<file path="config.mk">
export PLATFORM = sky130hd
export DESIGN_NAME = clock_frame_replacement
export DESIGN_NICKNAME = d
export VERILOG_FILES = /design/src/hw/rtl/cfr_pkg.sv /design/src/hw/rtl/cfr_ram.sv /design/src/hw/rtl/cfr_engine.sv /design/src/hw/rtl/clock_frame_replacement.sv
export SDC_FILE = /design/constraint.sdc
export NUM_CORES = 1
export LEC_CHECK = 0
export BUFFER_PORTS_ARGS = -buffer_cell sky130_fd_sc_hd__buf_2
export CORE_MARGIN = 2
export CORE_UTILIZATION = 63
export CTS_BUF_LIST = sky130_fd_sc_hd__clkbuf_16
export CTS_CLUSTER_DIAMETER = 60
export DETAILED_ROUTE_END_ITERATION = 8
export HOLD_SLACK_MARGIN = 0.1
export PLACE_DENSITY_LB_ADDON = 0.08
export SYNTH_ARGS = -nofsm -noshare
export SYNTH_HDL_FRONTEND = slang
export SYNTH_SLANG_ARGS = --single-unit
export TNS_END_PERCENT = 10
</file>
<file path="constraint.sdc">
create_clock -name clk_i -period 6.2 [get_ports clk_i]
set_clock_uncertainty 0.15 [all_clocks]
set_input_delay 0.31 -clock clk_i [delete_from_list [all_inputs] [get_ports clk_i]]
set_output_delay 0.31 -clock clk_i [all_outputs]
set_load 0.01 [all_outputs]
</file>
<file path="src/hw/rtl/cfr_pkg.sv">
package cfr_pkg;

  // op codes of an input beat
  typedef enum logic [2:0] {
    OP_ADD    = 3'd0,
    OP_REMOVE = 3'd1,
    OP_PIN    = 3'd2,
    OP_UNPIN  = 3'd3,
    OP_MARK   = 3'd4,
    OP_PICK   = 3'd5
  } cfr_op_e;

  // status codes of a result beat
  typedef enum logic [1:0] {
    STATUS_DONE        = 2'd0,
    STATUS_NO_VICTIM   = 2'd1,
    STATUS_PIN_REFUSED = 2'd2
  } cfr_status_e;

  localparam int unsigned FrameIdxW = 6;
  localparam int unsigned MarkW     = 3;

  typedef struct packed {
    logic [2:0]           op;
    logic [FrameIdxW-1:0] frame_index;
  } cfr_req_t;

  typedef struct packed {
    logic [1:0]           status;
    logic [FrameIdxW-1:0] victim_index;
  } cfr_rsp_t;

  // per-frame marks as stored in the table memory
  typedef struct packed {
    logic valid;
    logic pinned;
    logic accessed;
  } cfr_marks_t;

  // controller states
  typedef enum logic [3:0] {
    S_CLEAR = 4'b0001,
    S_IDLE  = 4'b0010,
    S_EXEC  = 4'b0100,
    S_SCAN  = 4'b1000
  } cfr_state_e;

endpackage

</file>
<file path="src/hw/rtl/cfr_ram.sv">
module cfr_ram #(
  parameter int unsigned WIDTH = 8,
  parameter int unsigned DEPTH = 64,
  localparam int unsigned AddrW = (DEPTH > 1) ? $clog2(DEPTH) : 1
) (
  input  logic             clk_i,
  input  logic             we_i,
  input  logic [AddrW-1:0] waddr_i,
  input  logic [WIDTH-1:0] wdata_i,
  input  logic             re_i,
  input  logic [AddrW-1:0] raddr_i,
  output logic [WIDTH-1:0] rdata_o
);

  logic [WIDTH-1:0] mem_q [DEPTH];
  logic [WIDTH-1:0] rdata_q;

  // write port
  always_ff @(posedge clk_i) begin
    if (we_i) begin
      mem_q[waddr_i] <= wdata_i;
    end
  end

  // registered read port, holds while idle
  always_ff @(posedge clk_i) begin
    if (re_i) begin
      rdata_q <= mem_q[raddr_i];
    end
  end

  assign rdata_o = rdata_q;

endmodule

</file>
<file path="src/hw/rtl/cfr_engine.sv">
module cfr_engine import cfr_pkg::*; #(
  parameter int unsigned NUM_FRAMES = 64,
  localparam int unsigned AddrW = (NUM_FRAMES > 1) ? $clog2(NUM_FRAMES) : 1
) (
  input  logic             clk_i,
  input  logic             rst_ni,
  input  logic             req_valid_i,
  output logic             req_ready_o,
  input  cfr_req_t         req_i,
  output logic             rsp_valid_o,
  output cfr_rsp_t         rsp_o,
  input  logic             rsp_free_i,
  output logic             mem_re_o,
  output logic [AddrW-1:0] mem_raddr_o,
  input  logic [MarkW-1:0] mem_rdata_i,
  output logic             mem_we_o,
  output logic [AddrW-1:0] mem_waddr_o,
  output logic [MarkW-1:0] mem_wdata_o
);

  localparam int unsigned CntW = AddrW + 1;
  localparam logic [AddrW-1:0] LastIdx = AddrW'(NUM_FRAMES - 1);
  localparam logic [CntW-1:0]  LastCnt = CntW'(2 * NUM_FRAMES - 1);

  cfr_state_e       state_q, state_d;
  logic [AddrW-1:0] addr_q, addr_d;
  logic [CntW-1:0]  cnt_q, cnt_d;
  logic [AddrW-1:0] cursor_q, cursor_d;
  logic [2:0]       op_q;
  logic [AddrW-1:0] idx_q;
  logic             exists_q;

  cfr_marks_t       rd_marks;
  cfr_marks_t       wr_marks;
  logic             hit;
  logic             accept;
  logic [AddrW-1:0] cursor_next;
  logic [AddrW-1:0] addr_next;

  function automatic logic [AddrW-1:0] next_slot(input logic [AddrW-1:0] a);
    next_slot = (a == LastIdx) ? '0 : a + AddrW'(1);
  endfunction

  assign rd_marks    = cfr_marks_t'(mem_rdata_i);
  assign hit         = exists_q && rd_marks.valid;
  assign accept      = req_valid_i && req_ready_o;
  assign cursor_next = next_slot(cursor_q);
  assign addr_next   = next_slot(addr_q);
  assign mem_wdata_o = wr_marks;

  // sequencer: clearing pass, single updates, victim sweep
  always_comb begin
    state_d     = state_q;
    addr_d      = addr_q;
    cnt_d       = cnt_q;
    cursor_d    = cursor_q;
    req_ready_o = 1'b0;
    mem_re_o    = 1'b0;
    mem_raddr_o = AddrW'(req_i.frame_index);
    mem_we_o    = 1'b0;
    mem_waddr_o = idx_q;
    wr_marks    = rd_marks;
    rsp_valid_o = 1'b0;
    rsp_o       = '0;

    case (state_q)
      S_CLEAR: begin
        mem_we_o    = 1'b1;
        mem_waddr_o = addr_q;
        wr_marks    = '0;
        if (addr_q == LastIdx) begin
          addr_d  = '0;
          state_d = S_IDLE;
        end else begin
          addr_d = addr_q + AddrW'(1);
        end
      end

      S_IDLE: begin
        req_ready_o = 1'b1;
        if (req_valid_i) begin
          mem_re_o = 1'b1;
          if (req_i.op == OP_PICK) begin
            mem_raddr_o = cursor_next;
            addr_d      = cursor_next;
            cnt_d       = '0;
            state_d     = S_SCAN;
          end else begin
            state_d = S_EXEC;
          end
        end
      end

      S_EXEC: begin
        if (rsp_free_i) begin
          rsp_valid_o = 1'b1;
          state_d     = S_IDLE;
          case (op_q)
            OP_ADD: begin
              mem_we_o = exists_q;
              wr_marks = '{valid: 1'b1, pinned: 1'b1, accessed: 1'b0};
            end
            OP_REMOVE: begin
              mem_we_o = hit;
              wr_marks = '0;
              if (hit && (cursor_q == idx_q)) begin
                cursor_d = cursor_next;
              end
            end
            OP_PIN: begin
              if (!hit || rd_marks.pinned) begin
                rsp_o.status = STATUS_PIN_REFUSED;
              end else begin
                mem_we_o        = 1'b1;
                wr_marks.pinned = 1'b1;
              end
            end
            OP_UNPIN: begin
              mem_we_o        = hit;
              wr_marks.pinned = 1'b0;
            end
            OP_MARK: begin
              mem_we_o          = hit;
              wr_marks.accessed = 1'b1;
            end
            default: begin
            end
          endcase
        end
      end

      S_SCAN: begin
        mem_waddr_o = addr_q;
        if (rd_marks.valid && !rd_marks.pinned && !rd_marks.accessed) begin
          // victim found: pin it and park the cursor on it
          if (rsp_free_i) begin
            mem_we_o           = 1'b1;
            wr_marks.pinned    = 1'b1;
            cursor_d           = addr_q;
            rsp_valid_o        = 1'b1;
            rsp_o.victim_index = FrameIdxW'(addr_q);
            state_d            = S_IDLE;
          end
        end else if (cnt_q == LastCnt) begin
          // two full sweeps without a victim
          if (rsp_free_i) begin
            mem_we_o          = rd_marks.valid;
            wr_marks.accessed = 1'b0;
            rsp_valid_o       = 1'b1;
            rsp_o.status      = STATUS_NO_VICTIM;
            state_d           = S_IDLE;
          end
        end else begin
          // second chance: clear accessed and move on
          mem_we_o          = rd_marks.valid;
          wr_marks.accessed = 1'b0;
          cnt_d             = cnt_q + CntW'(1);
          mem_re_o          = 1'b1;
          mem_raddr_o       = addr_next;
          addr_d            = addr_next;
        end
      end

      default: begin
        state_d = S_IDLE;
      end
    endcase
  end

  // control state
  always_ff @(posedge clk_i or negedge rst_ni) begin
    if (!rst_ni) begin
      state_q  <= S_CLEAR;
      addr_q   <= '0;
      cnt_q    <= '0;
      cursor_q <= LastIdx;
    end else begin
      state_q  <= state_d;
      addr_q   <= addr_d;
      cnt_q    <= cnt_d;
      cursor_q <= cursor_d;
    end
  end

  // captured request fields
  always_ff @(posedge clk_i) begin
    if (accept) begin
      op_q     <= req_i.op;
      idx_q    <= AddrW'(req_i.frame_index);
      exists_q <= (32'(req_i.frame_index) < NUM_FRAMES);
    end
  end

endmodule

</file>
<file path="src/hw/rtl/clock_frame_replacement.sv">
// channel | direction | handshake                  | payload
// in      | input     | in_valid_i / in_ready_o    | in_data_i  (op, frame_index)
// out     | output    | out_valid_o / out_ready_i  | out_data_o (status, victim_index)
//
// add, remove, pin, unpin, mark and unused ops go through a table read, then the
// write-back with the result loaded into the output register.
// a victim pick examines 1 to 2*NUM_FRAMES entries, one entry per cycle through the
// single table read port; only the last entry waits for the output register to be free.
// after reset all NUM_FRAMES table entries are swept to zero before in_ready_o rises.
// a result waiting in the output register does not block acceptance of the next beat;
// the controller waits only when it has a new result and the register is still full.
module clock_frame_replacement import cfr_pkg::*; #(
  parameter int unsigned NUM_FRAMES = 64
) (
  input  logic     clk_i,
  input  logic     rst_ni,
  input  logic     in_valid_i,
  output logic     in_ready_o,
  input  cfr_req_t in_data_i,
  output logic     out_valid_o,
  input  logic     out_ready_i,
  output cfr_rsp_t out_data_o
);

  localparam int unsigned AddrW = (NUM_FRAMES > 1) ? $clog2(NUM_FRAMES) : 1;

  logic             rsp_valid;
  cfr_rsp_t         rsp;
  logic             rsp_free;
  logic             mem_re;
  logic [AddrW-1:0] mem_raddr;
  logic [MarkW-1:0] mem_rdata;
  logic             mem_we;
  logic [AddrW-1:0] mem_waddr;
  logic [MarkW-1:0] mem_wdata;

  logic             out_valid_q;
  cfr_rsp_t         out_q;

  // frame marks table
  cfr_ram #(
    .WIDTH (MarkW),
    .DEPTH (NUM_FRAMES)
  ) u_table (
    .clk_i   (clk_i),
    .we_i    (mem_we),
    .waddr_i (mem_waddr),
    .wdata_i (mem_wdata),
    .re_i    (mem_re),
    .raddr_i (mem_raddr),
    .rdata_o (mem_rdata)
  );

  cfr_engine #(
    .NUM_FRAMES (NUM_FRAMES)
  ) u_engine (
    .clk_i       (clk_i),
    .rst_ni      (rst_ni),
    .req_valid_i (in_valid_i),
    .req_ready_o (in_ready_o),
    .req_i       (in_data_i),
    .rsp_valid_o (rsp_valid),
    .rsp_o       (rsp),
    .rsp_free_i  (rsp_free),
    .mem_re_o    (mem_re),
    .mem_raddr_o (mem_raddr),
    .mem_rdata_i (mem_rdata),
    .mem_we_o    (mem_we),
    .mem_waddr_o (mem_waddr),
    .mem_wdata_o (mem_wdata)
  );

  // output register
  assign rsp_free = !out_valid_q || out_ready_i;

  always_ff @(posedge clk_i or negedge rst_ni) begin
    if (!rst_ni) begin
      out_valid_q <= 1'b0;
    end else if (rsp_valid) begin
      out_valid_q <= 1'b1;
    end else if (out_ready_i) begin
      out_valid_q <= 1'b0;
    end
  end

  always_ff @(posedge clk_i) begin
    if (rsp_valid) begin
      out_q <= rsp;
    end
  end

  assign out_valid_o = out_valid_q;
  assign out_data_o  = out_q;

endmodule

</file>
Word-level counts from Yosys, hierarchy flattened
Memory sizes are Yosys's and may differ from the RTL's. A register that Yosys moved wholly into a read port is not among the register bits.
Index checks and enable logic that the tools add are counted.

word-level totals
  register bits after elaboration = 41
  memories kept = 1
  memory bits (writable) = 192
  input port bits = 13

memory list
  name           depth  bits a word  rd ports  clocked after Yosys merged registers in  write ports  line           text
  u_table.mem_q  64     3            1         1                                        1            cfr_ram.sv:15  logic [WIDTH-1:0] mem_q [DEPTH];

operators by class
  eq/ne operators = 24
  mux-type cells = 70
  reductions and logical operators = 24
  $add $sub $neg = 3

operators by type and width
  cell                 count
  $mux 6               16
  $mux 7               4
  $mux 4               6
  $pmux 6 s2           2
  $mux 1               23
  $pmux 6 s3           1
  $pmux 4 s4           1
  $pmux 7 s2           1
  $add 6x1->6 const B  2
  $eq 6x6->1 const B   2
  $ne 2x2->1 const B   6
  $mux 2               5
  $pmux 1 s2           5
  $reduce_and 5->1     2
  $pmux 1 s3           3
  $ne 2x1->1 const B   4
  $add 7x1->7 const B  1
  $eq 7x7->1 const B   1
  $eq 3x2->1 const B   2
  $eq 3x3->1 const B   2
  $eq 6x6->1           1
  $pmux 2 s3           1
  $reduce_and 3->1     2
  $reduce_and 6->1     1
  16 further kinds     27

Logic depth before layout (Yosys ltp)
Gate-level depths: netlist of the first run.

  depth in word-level cells = 8
  mapped depth = 13
  gate-level depth less buffers = 11

Cells and area by module
A second synthesis of the first run with hierarchy kept.

second synthesis, totals
  cell total of the unflattened synthesis = 714
  area total of the unflattened synthesis = 10543.9 um^2

modules (own cells, without submodules)
  module                   cells each  instances  area an instance (um^2)
  cfr_ram                  423         1          7893.8
  cfr_engine               280         1          2362.3
  clock_frame_replacement  11          1          287.8

Least setup slack after synthesis of the first run
Ideal clock, no wire load.

  path type = register -> register
  start = reg u_engine.state_q[1]
  end = mem u_table.mem_q[0][2] (netlist bit), data pin
  cell stages (with the launch flop) = 6
  data required time = 5329 ps
  arrival time = 3863 ps
  slack = 1466 ps
  clock period less this slack = 4734 ps
  cell sequence = dfrtp_1 nor2_1 nand3b_1 nor4_1 nor2_1 a211oi_1

on the way
  longest elaborated chain between the ends = 2

ends and longest elaborated chain
  what                                      line                           text
  start, declared                           cfr_engine.sv:25               cfr_state_e state_q, state_d;
  start signal, assigned                    cfr_engine.sv:178              state_q <= state_d;
  $eq 4x3->1 or $eq 4x1->1 (tied branches)  cfr_engine.sv:66               case (state_q)
  $pmux 1 s2 *                              cfr_engine.sv:66
  named net mem_wdata[2]                    clock_frame_replacement.sv:35  logic [MarkW-1:0] mem_wdata;
  end, declared                             cfr_ram.sv:15

The timed path passes the listed nets; every way through them passes the cells marked *.

Worst setup path in the final report of the first run
  start = reg u_engine.state_q[1]
  end = reg u_table.rdata_q[1], in the netlist u_table.rdata_o[1], read port of u_table.mem_q, data pin

on the way
  longest elaborated chain between the ends = 2

ends and longest elaborated chain
  what                                      line              text
  $eq 4x4->1 or $eq 4x2->1 (tied branches)  cfr_engine.sv:66
  $pmux 6 s2 or $pmux 1 s2 (tied branches)  cfr_engine.sv:66
  end, declared                             cfr_ram.sv:16     logic [WIDTH-1:0] rdata_q;

Several ways; a longest one is shown, not always the timed one.
A chain may end at the register's enable or synchronous reset.

==> metrics, run 1 <==
Final Worst Setup Slack 1.50 ns; CTS tree done; Clock Tree Buf Depth 3; post-route clock period utilization 75.8%; # nets final 938; most frequent cells after synthesis 212 x edfxtp_1, 169 x nand2_1, 93 x nor2_1; initial core utilization 64.6%; Die W 135 µm; Final setup viols 0; synthesized flop and latch total 236; non-filler cells, final 1161; FF-to-FF setup slack 1.50 ns; post-synth cell types 71; Slew Viols, Final 0; Tmin final 4.70 ns; CP Capture Type flop; Worst slew margin 17.1%; CTS Buf Count 25; reg2reg end u_table.rdata_o[1]; Setup TNS Final 0 ns; num rows 47; WP data arrival 4.80 ns; ys flop type edfxtp_1; post-CTS setup buffer count 0; hold path endpoint u_engine.state_q[1]; syn_nets 916; Core Box Area 16600 µm²; GRT Total Usage 29.8%; antenna cell count 0; Worst setup SP type flop; clock slew at reported path FFs 0.06 ns; area added between synthesis and finish 10.7%; Max FO, Critical Path 30; dpl ws 1.53 ns; WHS Path Cells 4; P per Cell Area 384 nW/µm²; endpoints failing hold 0; number of synthesized flops with an enable pin 212; number of global-route vias before repair 7369; global-route wire length before repair 40.9 mm; cell with the most instances after synthesis edfxtp_1; Final ANT Viol Nets 0; Least-Margin Pin Slew 1.24 ns; later-pin clock latency in the skew report 0.53 ns; Synth area leader edfxtp_1; Root Driver clkbuf_16; Post-Syn Area 10800 µm²; Synth async-reset ratio 10.2%; worst hold start in_valid_i; CTS H-tree depth 1; average size of a mapped cell 11.9 µm²; reg2reg path depth 9; share of post-route cells with drive strength above 1 10.5%; cell area after layout 11900 µm²; share of the synthesized area in the top cell type 59.2%; via/cell ratio 6.59; Num Clock Sinks 236; VDD IR max 0.233 mV; initial antenna violation count 0; Max Fclk 213 MHz; DR pass1 iterations 6; largest net degree at the start of global routing 68; Die Area 18100 µm²; detailed router's first-iteration violation count 956; crit path kind reg2reg; top cells by area in the synthesized netlist edfxtp_1 59%, nand2_1 5.9%, dfrtp_1 4.0%; Final GP Congestion 0.932; YS warnings 0; port bufs 22; post-DP HPWL 17.6 mm; RSZ-0062 raised after global routing no; WL/cell 22.9 µm; reg-to-reg startpoint u_engine.state_q[1]; drc violations 0; total leakage power 0.00418 µW; max_cap viols 0; Synth Instances 900; placed insts 1104; DIE HEIGHT 135 µm; placed cell area 11000 µm²; status complete, no violations; post-synthesis sequential area ratio 64.9%; WL final 26.6 mm; CP required 6.30 ns; min-delay worst type in2reg; GRT overflow 0; vias 7653; I/O pin total 23
[flip-flops by register name, summed over array words and instances (netlist names)]
signal	count
u_engine.state_q	4
u_engine.cnt_q	7
u_table.rdata_o	3
out_data_o	8
u_table.mem_q	192
u_engine.idx_q	6
u_engine.addr_q	6
u_engine.cursor_q	6
out_valid_o	1
u_engine.op_q	3
[per-stage QoR]
step                      hold WS [ns]  power, µW  util (%)
after global routing             0.215       4750      71.5
after detailed placement         0.190       3130      66.1
after global placement           0.174       3100      66.1
final                            0.155       4570      71.5
after floorplan                 -0.136       2810         -
after CTS                        0.140       4570      71.5
[worst max path at each step]
stage                     slack, ns                  end           startpoint
after floorplan                1.47  u_table.mem_q[0][2]  u_engine.state_q[1]
after global placement         1.64   u_table.rdata_o[1]  u_engine.state_q[1]
after detailed placement       1.53   u_table.rdata_o[1]  u_engine.state_q[1]
after CTS                      1.50   u_table.rdata_o[1]  u_engine.state_q[1]
after global routing           1.12   u_table.rdata_o[1]  u_engine.state_q[1]
final                          1.50   u_table.rdata_o[1]  u_engine.state_q[1]
[metal layers]
metal	vias to the layer above	GRT usage (%)	part of all wire, %
met4	0	11.0	3.6
li1	3428	-	-
met3	71	4.28	8.0
met5	-	0	0
met2	404	50.3	49
met1	3750	39.8	39
[cell usage in the layout, fill, tap and decap left out, drive strengths merged, types with 13 or more instances in the layout]
master / synthesis / final
a221oi: 16 / 16
clkinv: 0 / 13
and3: 23 / 23
o21ai: 34 / 34
edfxtp: 212 / 212
buf: 28 / 31
mux2i: 24 / 24
dfrtp: 17 / 17
a21oi: 46 / 46
nand3: 44 / 44
clkbuf: 19 / 25
a31oi: 14 / 14
nor2: 95 / 95
nand2: 170 / 170
[layout make-up]
class,count,area [µm²]
clock buffers,25,626
repair buffers,42,300
inverters,7,26.3
well taps,220,275
flip-flops and latches,236,6980
fillers,1147,4740
clock inverters,21,175
multi-input cells,610,3530
[power breakdown]
| group | leakage [µW] | internal, µW | switching [µW] |
|---|---|---|---|
| sequential | 0.00220 | 2000 | 149 |
| clock | 0.000413 | 857 | 591 |
| combinational | 0.00157 | 287 | 685 |
[critical path: stages (launching register included)]
cell and delay (ns):
dfrtp_1 0.46, nor4b_4 0.67, o211a_1 0.77, mux2i_4 0.48
nand2_1 0.67, a2111oi_0 0.60, a211o_1 0.17, o221ai_1 0.12
nor4_1 0.26, a31oi_1 0.09
[cells by family after synthesis]
kind of cell               Yosys count  synth area share [%]
and+or+nand+nor                    386                  16.5
DFF                                236                  64.9
AOI/OAI and AO/OA                  178                  11.6
buffers and inverters               54                  2.65
muxes                               29                  2.91
xor gates and xnor gates            14                  1.14
adders and majority gates            3                 0.349
[timing repair]
action	4_1_cts	5_1_grt
endpoints found under the hold margin	35	0
resized for setup	0	0
hold buffers	11	0
No activity file was read; power rests on OpenSTA's default activity.
==> run 2: changes to the inputs <==
--- a/config.mk
+++ b/config.mk
@@ -7,7 +7,7 @@
 export LEC_CHECK = 0
 export BUFFER_PORTS_ARGS = -buffer_cell sky130_fd_sc_hd__buf_2
 export CORE_MARGIN = 2
-export CORE_UTILIZATION = 63
+export CORE_UTILIZATION = 57
 export CTS_BUF_LIST = sky130_fd_sc_hd__clkbuf_16
 export CTS_CLUSTER_DIAMETER = 60
 export DETAILED_ROUTE_END_ITERATION = 8
==> constraint.sdc (replaced) <==
create_clock -name clk_i -period 4.3 [get_ports clk_i]
set_clock_uncertainty 0.15 [all_clocks]
set_input_delay 0.215 -clock clk_i [delete_from_list [all_inputs] [get_ports clk_i]]
set_output_delay 0.215 -clock clk_i [all_outputs]
set_load 0.01 [all_outputs]
==> run 2 against run 1 <==
Compared with the run above:
- non-clock buffer count increased by 15
- first-iteration DRC count is 15% lower
- critical endpoint unchanged
- clock-buffer cell count increased by 1
- worst setup slack lost 1.0 ns
- largest cell class unchanged
==> metrics, run 2 (synthesis results as in run 1) <==
num rows 50 (+6.4%); share of post-route cells with drive strength above 1 12.3% (+1.8 points); Most flops, register u_table.mem_q; WL/cell 23.0 µm (+0.58%); total leakage power 0.00428 µW (+2.4%); DR pass1 iterations 5 (-1); most common cell after layout, fill and taps aside edfxtp_1; Worst setup SP type flop; Max FO, Critical Path 29 (-3.3%); Least-Margin Pin Slew 0.897 ns (-0.342 ns); Pwr Total 6840 µW (+50%); Final GP Congestion 0.935 (+0.31%); status complete, no violations; Die W 141 µm (+5.0%); reg-to-reg startpoint u_engine.state_q[1]; antenna cell count 0 (unchanged); clock slew at reported path FFs 0.07 ns (about the same); crit path kind reg2reg; Final ANT Viol Nets 0 (unchanged); reg2reg end u_table.rdata_o[1]; max_cap viols 0 (unchanged); drc violations 0 (unchanged); Max Fclk 263 MHz (+24%); CTS Buf Count 26 (+4.0%); vias 7655 (+0.026%); I/O pin total 23 (unchanged); CP required 4.41 ns (-1.89 ns); CTS tree done; Num Clock Sinks 236 (unchanged); via/cell ratio 6.42 (-2.6%); Root Driver clkbuf_16; RSZ-0062 raised after global routing no; FF-to-FF setup slack 0.50 ns (-1.00 ns); min-delay worst type in2async; cell area after layout 12100 µm² (+2.0%); Tmin final 3.80 ns (-0.902 ns); # nets final 954 (+1.7%); Worst slew margin 40.0% (+23 points); Layout Utilization 65.4% (-6.2 points); area added between synthesis and finish 13.0%; port bufs 22 (unchanged); dpl ws 0.553 ns (-0.978 ns); Slew Viols, Final 0 (unchanged); CP Capture Type flop; CTS H-tree depth 1 (unchanged); number of global-route vias before repair 7393 (+0.33%); Clock Tree Buf Depth 3 (unchanged); most frequent cells in the layout 212 x edfxtp_1, 169 x nand2_1, 93 x nor2_1; Hold Buf Count CTS 14 (+3); placed cell area 11100 µm² (+1.2%); VDD IR max 0.414 mV (+78%); post-DP HPWL 17.7 mm (+0.55%); post-route clock period utilization 88.3% (+13 points); later-pin clock latency in the skew report 0.53 ns (about the same); reg2reg path depth 12 (+3); global-route wire length before repair 42.4 mm (+3.7%); Post-CTS Resized 0 (unchanged); detailed router's first-iteration violation count 817 (-15%); max reg flops 192 (unchanged); DIE HEIGHT 141 µm (+5.0%); Die Area 20000 µm² (+10%); initial core utilization 57.9% (-6.7 points); WL final 27.5 mm (+3.3%); Final setup viols 0 (unchanged); post-CTS setup buffer count 0 (unchanged); P per Cell Area 563 nW/µm² (+47%); GRT overflow 0 (unchanged); Final Worst Setup Slack 0.503 ns (-0.998 ns); endpoints failing hold 0 (unchanged); GRT Total Usage 27.9% (-1.8 points); initial antenna violation count 0 (unchanged); Core Box Area 18600 µm² (+12%); WP data arrival 3.91 ns (-0.89 ns); largest net degree at the start of global routing 70 (+2.9%)
-- run 2: worst max path at each step --
stage,to,start,cells past startpoint
after detailed placement,u_table.rdata_o[1],u_engine.state_q[1],12
after floorplan,u_table.mem_q[0][0],u_engine.state_q[1],3
after global routing,u_table.rdata_o[1],u_engine.state_q[1],12
final,u_table.rdata_o[1],u_engine.state_q[1],12
after CTS,u_table.rdata_o[1],u_engine.state_q[1],12
after global placement,u_table.rdata_o[1],u_engine.state_q[1],10
-- run 2: routing by layer --
metal | vias up | GRT usage [%] | share of wire, %
met5 | - | 0 | 0
met4 | 0 | 13.1 | 5.0
met3 | 89 | 3.91 | 7.1
met2 | 384 | 44.6 | 47
met1 | 3728 | 38.5 | 41
li1 | 3454 | - | -
-- run 2: worst max-delay path, stage by stage, from the launching register on --
cell and delay [ns]:
dfrtp_1 0.47, nor4b_4 0.37, o211a_1 0.52, buf_4 0.23
mux2i_4 0.35, nand2_1 0.14, buf_4 0.25, a21o_1 0.22
a21oi_1 0.14, o311ai_1 0.12, nor4_1 0.35, buf_4 0.17
a31oi_1 0.03
-- run 2: stage by stage --
stage / instances / hold slack, ns / setup TNS (ns)
finish: 1192 / 0.155 / 0
detailed placement: 1130 / 0.105 / 0
CTS: 1192 / 0.154 / 0
global route: 1192 / 0.185 / 0
global placement: 1130 / 0.0945 / 0
floorplan: 900 / -0.231 / -15.54
-- run 2: area by class of cell --
type                    count  area, µm²
clock inverters            22        230
inverters                   7       26.3
fillers                  1390       6430
clock buffers              26        651
repair buffers             57        445
multi-input cells         610       3530
well taps                 234        293
flip-flops and latches    236       6980
-- run 2: where the power goes --
| group | internal, µW | switching, µW | leakage [µW] |
|---|---|---|---|
| Combinational | 463 | 1010 | 0.00166 |
| Clock | 1310 | 944 | 0.000428 |
| Sequential | 2890 | 230 | 0.00220 |
==> run 3: changes to the inputs <==
--- a/config.mk
+++ b/config.mk
@@ -7,7 +7,7 @@
 export LEC_CHECK = 0
 export BUFFER_PORTS_ARGS = -buffer_cell sky130_fd_sc_hd__buf_2
 export CORE_MARGIN = 2
-export CORE_UTILIZATION = 57
+export CORE_UTILIZATION = 65
 export CTS_BUF_LIST = sky130_fd_sc_hd__clkbuf_16
 export CTS_CLUSTER_DIAMETER = 60
 export DETAILED_ROUTE_END_ITERATION = 8
==> constraint.sdc (replaced) <==
create_clock -name clk_i -period 4.8 [get_ports clk_i]
set_clock_uncertainty 0.15 [all_clocks]
set_input_delay 0.24 -clock clk_i [delete_from_list [all_inputs] [get_ports clk_i]]
set_output_delay 0.24 -clock clk_i [all_outputs]
set_load 0.01 [all_outputs]
==> run 3 against run 2 <==
Compared with the run above:
- register-to-register slack about the same
- worst setup slack better by 0.011 ns
- total power down 15%
- critical path depth down 1
- wire length down 1.2%
- largest cell class unchanged
==> metrics, run 3 (synthesis results as in run 1) <==
reg-to-reg startpoint u_engine.state_q[1]; post-route clock period utilization 89.3% (+0.98 points); Worst setup SP type flop; Worst path max stage delay 0.66 ns (+0.14 ns); CP Capture Type flop; Crit path depth 11 (-1); port bufs 22 (unchanged); CTS Buf Count 24 (-7.7%); Final GP Congestion 0.946 (+1.2%); Setup TNS Final 0 ns (unchanged); global-route wire length before repair 42.3 mm (-0.18%); Worst slew margin 22.7% (-17 points); max_cap viols 0 (unchanged); Pwr Total 5830 µW (-15%); reg2reg path depth 11 (-1); Clock Tree Buf Depth 3 (unchanged); most frequent CP cell buf_4; Final ANT Viol Nets 0 (unchanged); worst hold slack 0.195 ns (+0.0407 ns); most frequent cells in the layout 212 x edfxtp_1, 169 x nand2_1, 93 x nor2_1; area added between synthesis and finish 10.9%; Tmin final 4.29 ns (+0.489 ns); max reg flops 192 (unchanged); num rows 47 (-6.0%); DR pass1 iterations 5 (unchanged); Final setup viols 0 (unchanged); post-CTS setup buffer count 0 (unchanged); status complete, no violations; GRT overflow 0 (unchanged); drc violations 0 (unchanged); CP endpoint u_table.rdata_o[1]; DIE HEIGHT 133 µm (-6.2%); initial antenna violation count 0 (unchanged); total leakage power 0.00419 µW (-2.1%); Core Box Area 16300 µm² (-12%); Max FO, Critical Path 15 (-48%); post-DP HPWL 17.5 mm (-0.77%); Num Clock Sinks 236 (unchanged); CP required 4.90 ns (+0.49 ns); clock slew at reported path FFs 0.06 ns (about the same); crit path launch u_engine.state_q[1]; Die W 133 µm (-6.2%); CP max-delay cell nor4b_4; largest net degree at the start of global routing 84 (+20%); I/O pin total 23 (unchanged); via/cell ratio 6.65 (+3.5%); Most flops, register u_table.mem_q; GRT Total Usage 31.3% (+3.4 points); RSZ-0062 raised after global routing no; most common cell after layout, fill and taps aside edfxtp_1; CTS H-tree depth 1 (unchanged); min-delay worst type in2async; crit path kind reg2reg; WP data arrival 4.38 ns (+0.47 ns); Die Area 17600 µm² (-12%); FF-to-FF setup slack 0.51 ns (about the same); CTS tree done; buffer and inverter count on the worst path 2 (-1); Slew Viols, Final 0 (unchanged); vias 7740 (+1.1%); critical path's top delay family simple AND/OR/NAND/NOR gates; number of global-route vias before repair 7507 (+1.5%); fill count 1143 (-18%); VDD IR max 0.357 mV (-14%); endpoints failing hold 0 (unchanged); P per Cell Area 489 nW/µm² (-13%); placed cell area 11000 µm² (-0.88%); antenna cell count 0 (unchanged); WL/cell 23.3 µm (+1.1%); Layout Utilization 72.9% (+7.5 points); initial core utilization 65.8% (+7.9 points); later-pin clock latency in the skew report 0.53 ns (about the same); Max Fclk 233 MHz (-11%); WL final 27.1 mm (-1.2%); reg2reg end u_table.rdata_o[1]; # nets final 942 (-1.3%); Least-Margin Pin Slew 1.16 ns (+0.263 ns); cell area after layout 11900 µm² (-1.9%); Root Driver clkbuf_16; Cell Chain, Critical Path nor4b_4, o211a_1, buf_4, mux2i_4, nand2_1, buf_4, a2111oi_0, a211o_1, o221ai_1, nor4_1, a31oi_1; share of post-route cells with drive strength above 1 10.4% (-1.9 points); detailed router's first-iteration violation count 849 (+3.9%)
==> run 3: cell count changes in the layout (fill, tap and decap cells not counted), moves of 2 or more <==
cell        delta
buf_4          -8
clkbuf_16      -2
clkinv_8       -2
clkinvlp_4     -2
inv_1          +6
inv_6          -3
==> run 3: final cells by class <==
type                       count  area (µm²)  area share, %
tap                          220         275           2.31
sequential                   236        6980           58.5
multi-input combinational    610        3530           29.6
clock inverter                20         163           1.36
timing repair buffer          47         355           2.98
inverter                       7        26.3          0.220
clock buffer                  24         601           5.04
==> run 3: what timing repair did <==
item,CTS,global route
hold buffers,13,0
gates resized for setup,0,0
endpoints found under the hold margin,36,0
==> run 3: where the power goes <==
part	internal (µW)	switching, µW	total, µW
clock	1020	759	1780
sequential	2590	200	2790
combinational	376	887	1260
total	3990	1850	5830
==> run 3: per-stage QoR <==
step | worst slack, ns | instances
2_1_floorplan | 0.0662 | 900
3_3_place_gp | 0.748 | 1107
3_5_place_dp | 0.636 | 1107
4_1_cts | 0.623 | 1164
5_1_grt | 0.304 | 1164
6_report | 0.514 | 1164
==> run 3: how the worst min path moves through the flow <==
stage / from / to / slack (ns)
finish: rst_ni / u_engine.cursor_q[1] / 0.20
global route: rst_ni / u_engine.cursor_q[1] / 0.21
CTS: rst_ni / u_engine.cursor_q[1] / 0.18
detailed placement: rst_ni / u_engine.cnt_q[4] / 0.1
global placement: rst_ni / u_engine.cnt_q[4] / 0.09
floorplan: rst_ni / out_valid_o / -0.21
==> run 3: layer usage <==
layer | routed length (µm) | GRT usage [%] | up-vias
li1 | - | - | 3430
met1 | 10600 | 43.4 | 3783
met2 | 13200 | 51.0 | 448
met3 | 2170 | 4.29 | 79
met4 | 1120 | 12.3 | 0
met5 | 0 | 0 | -
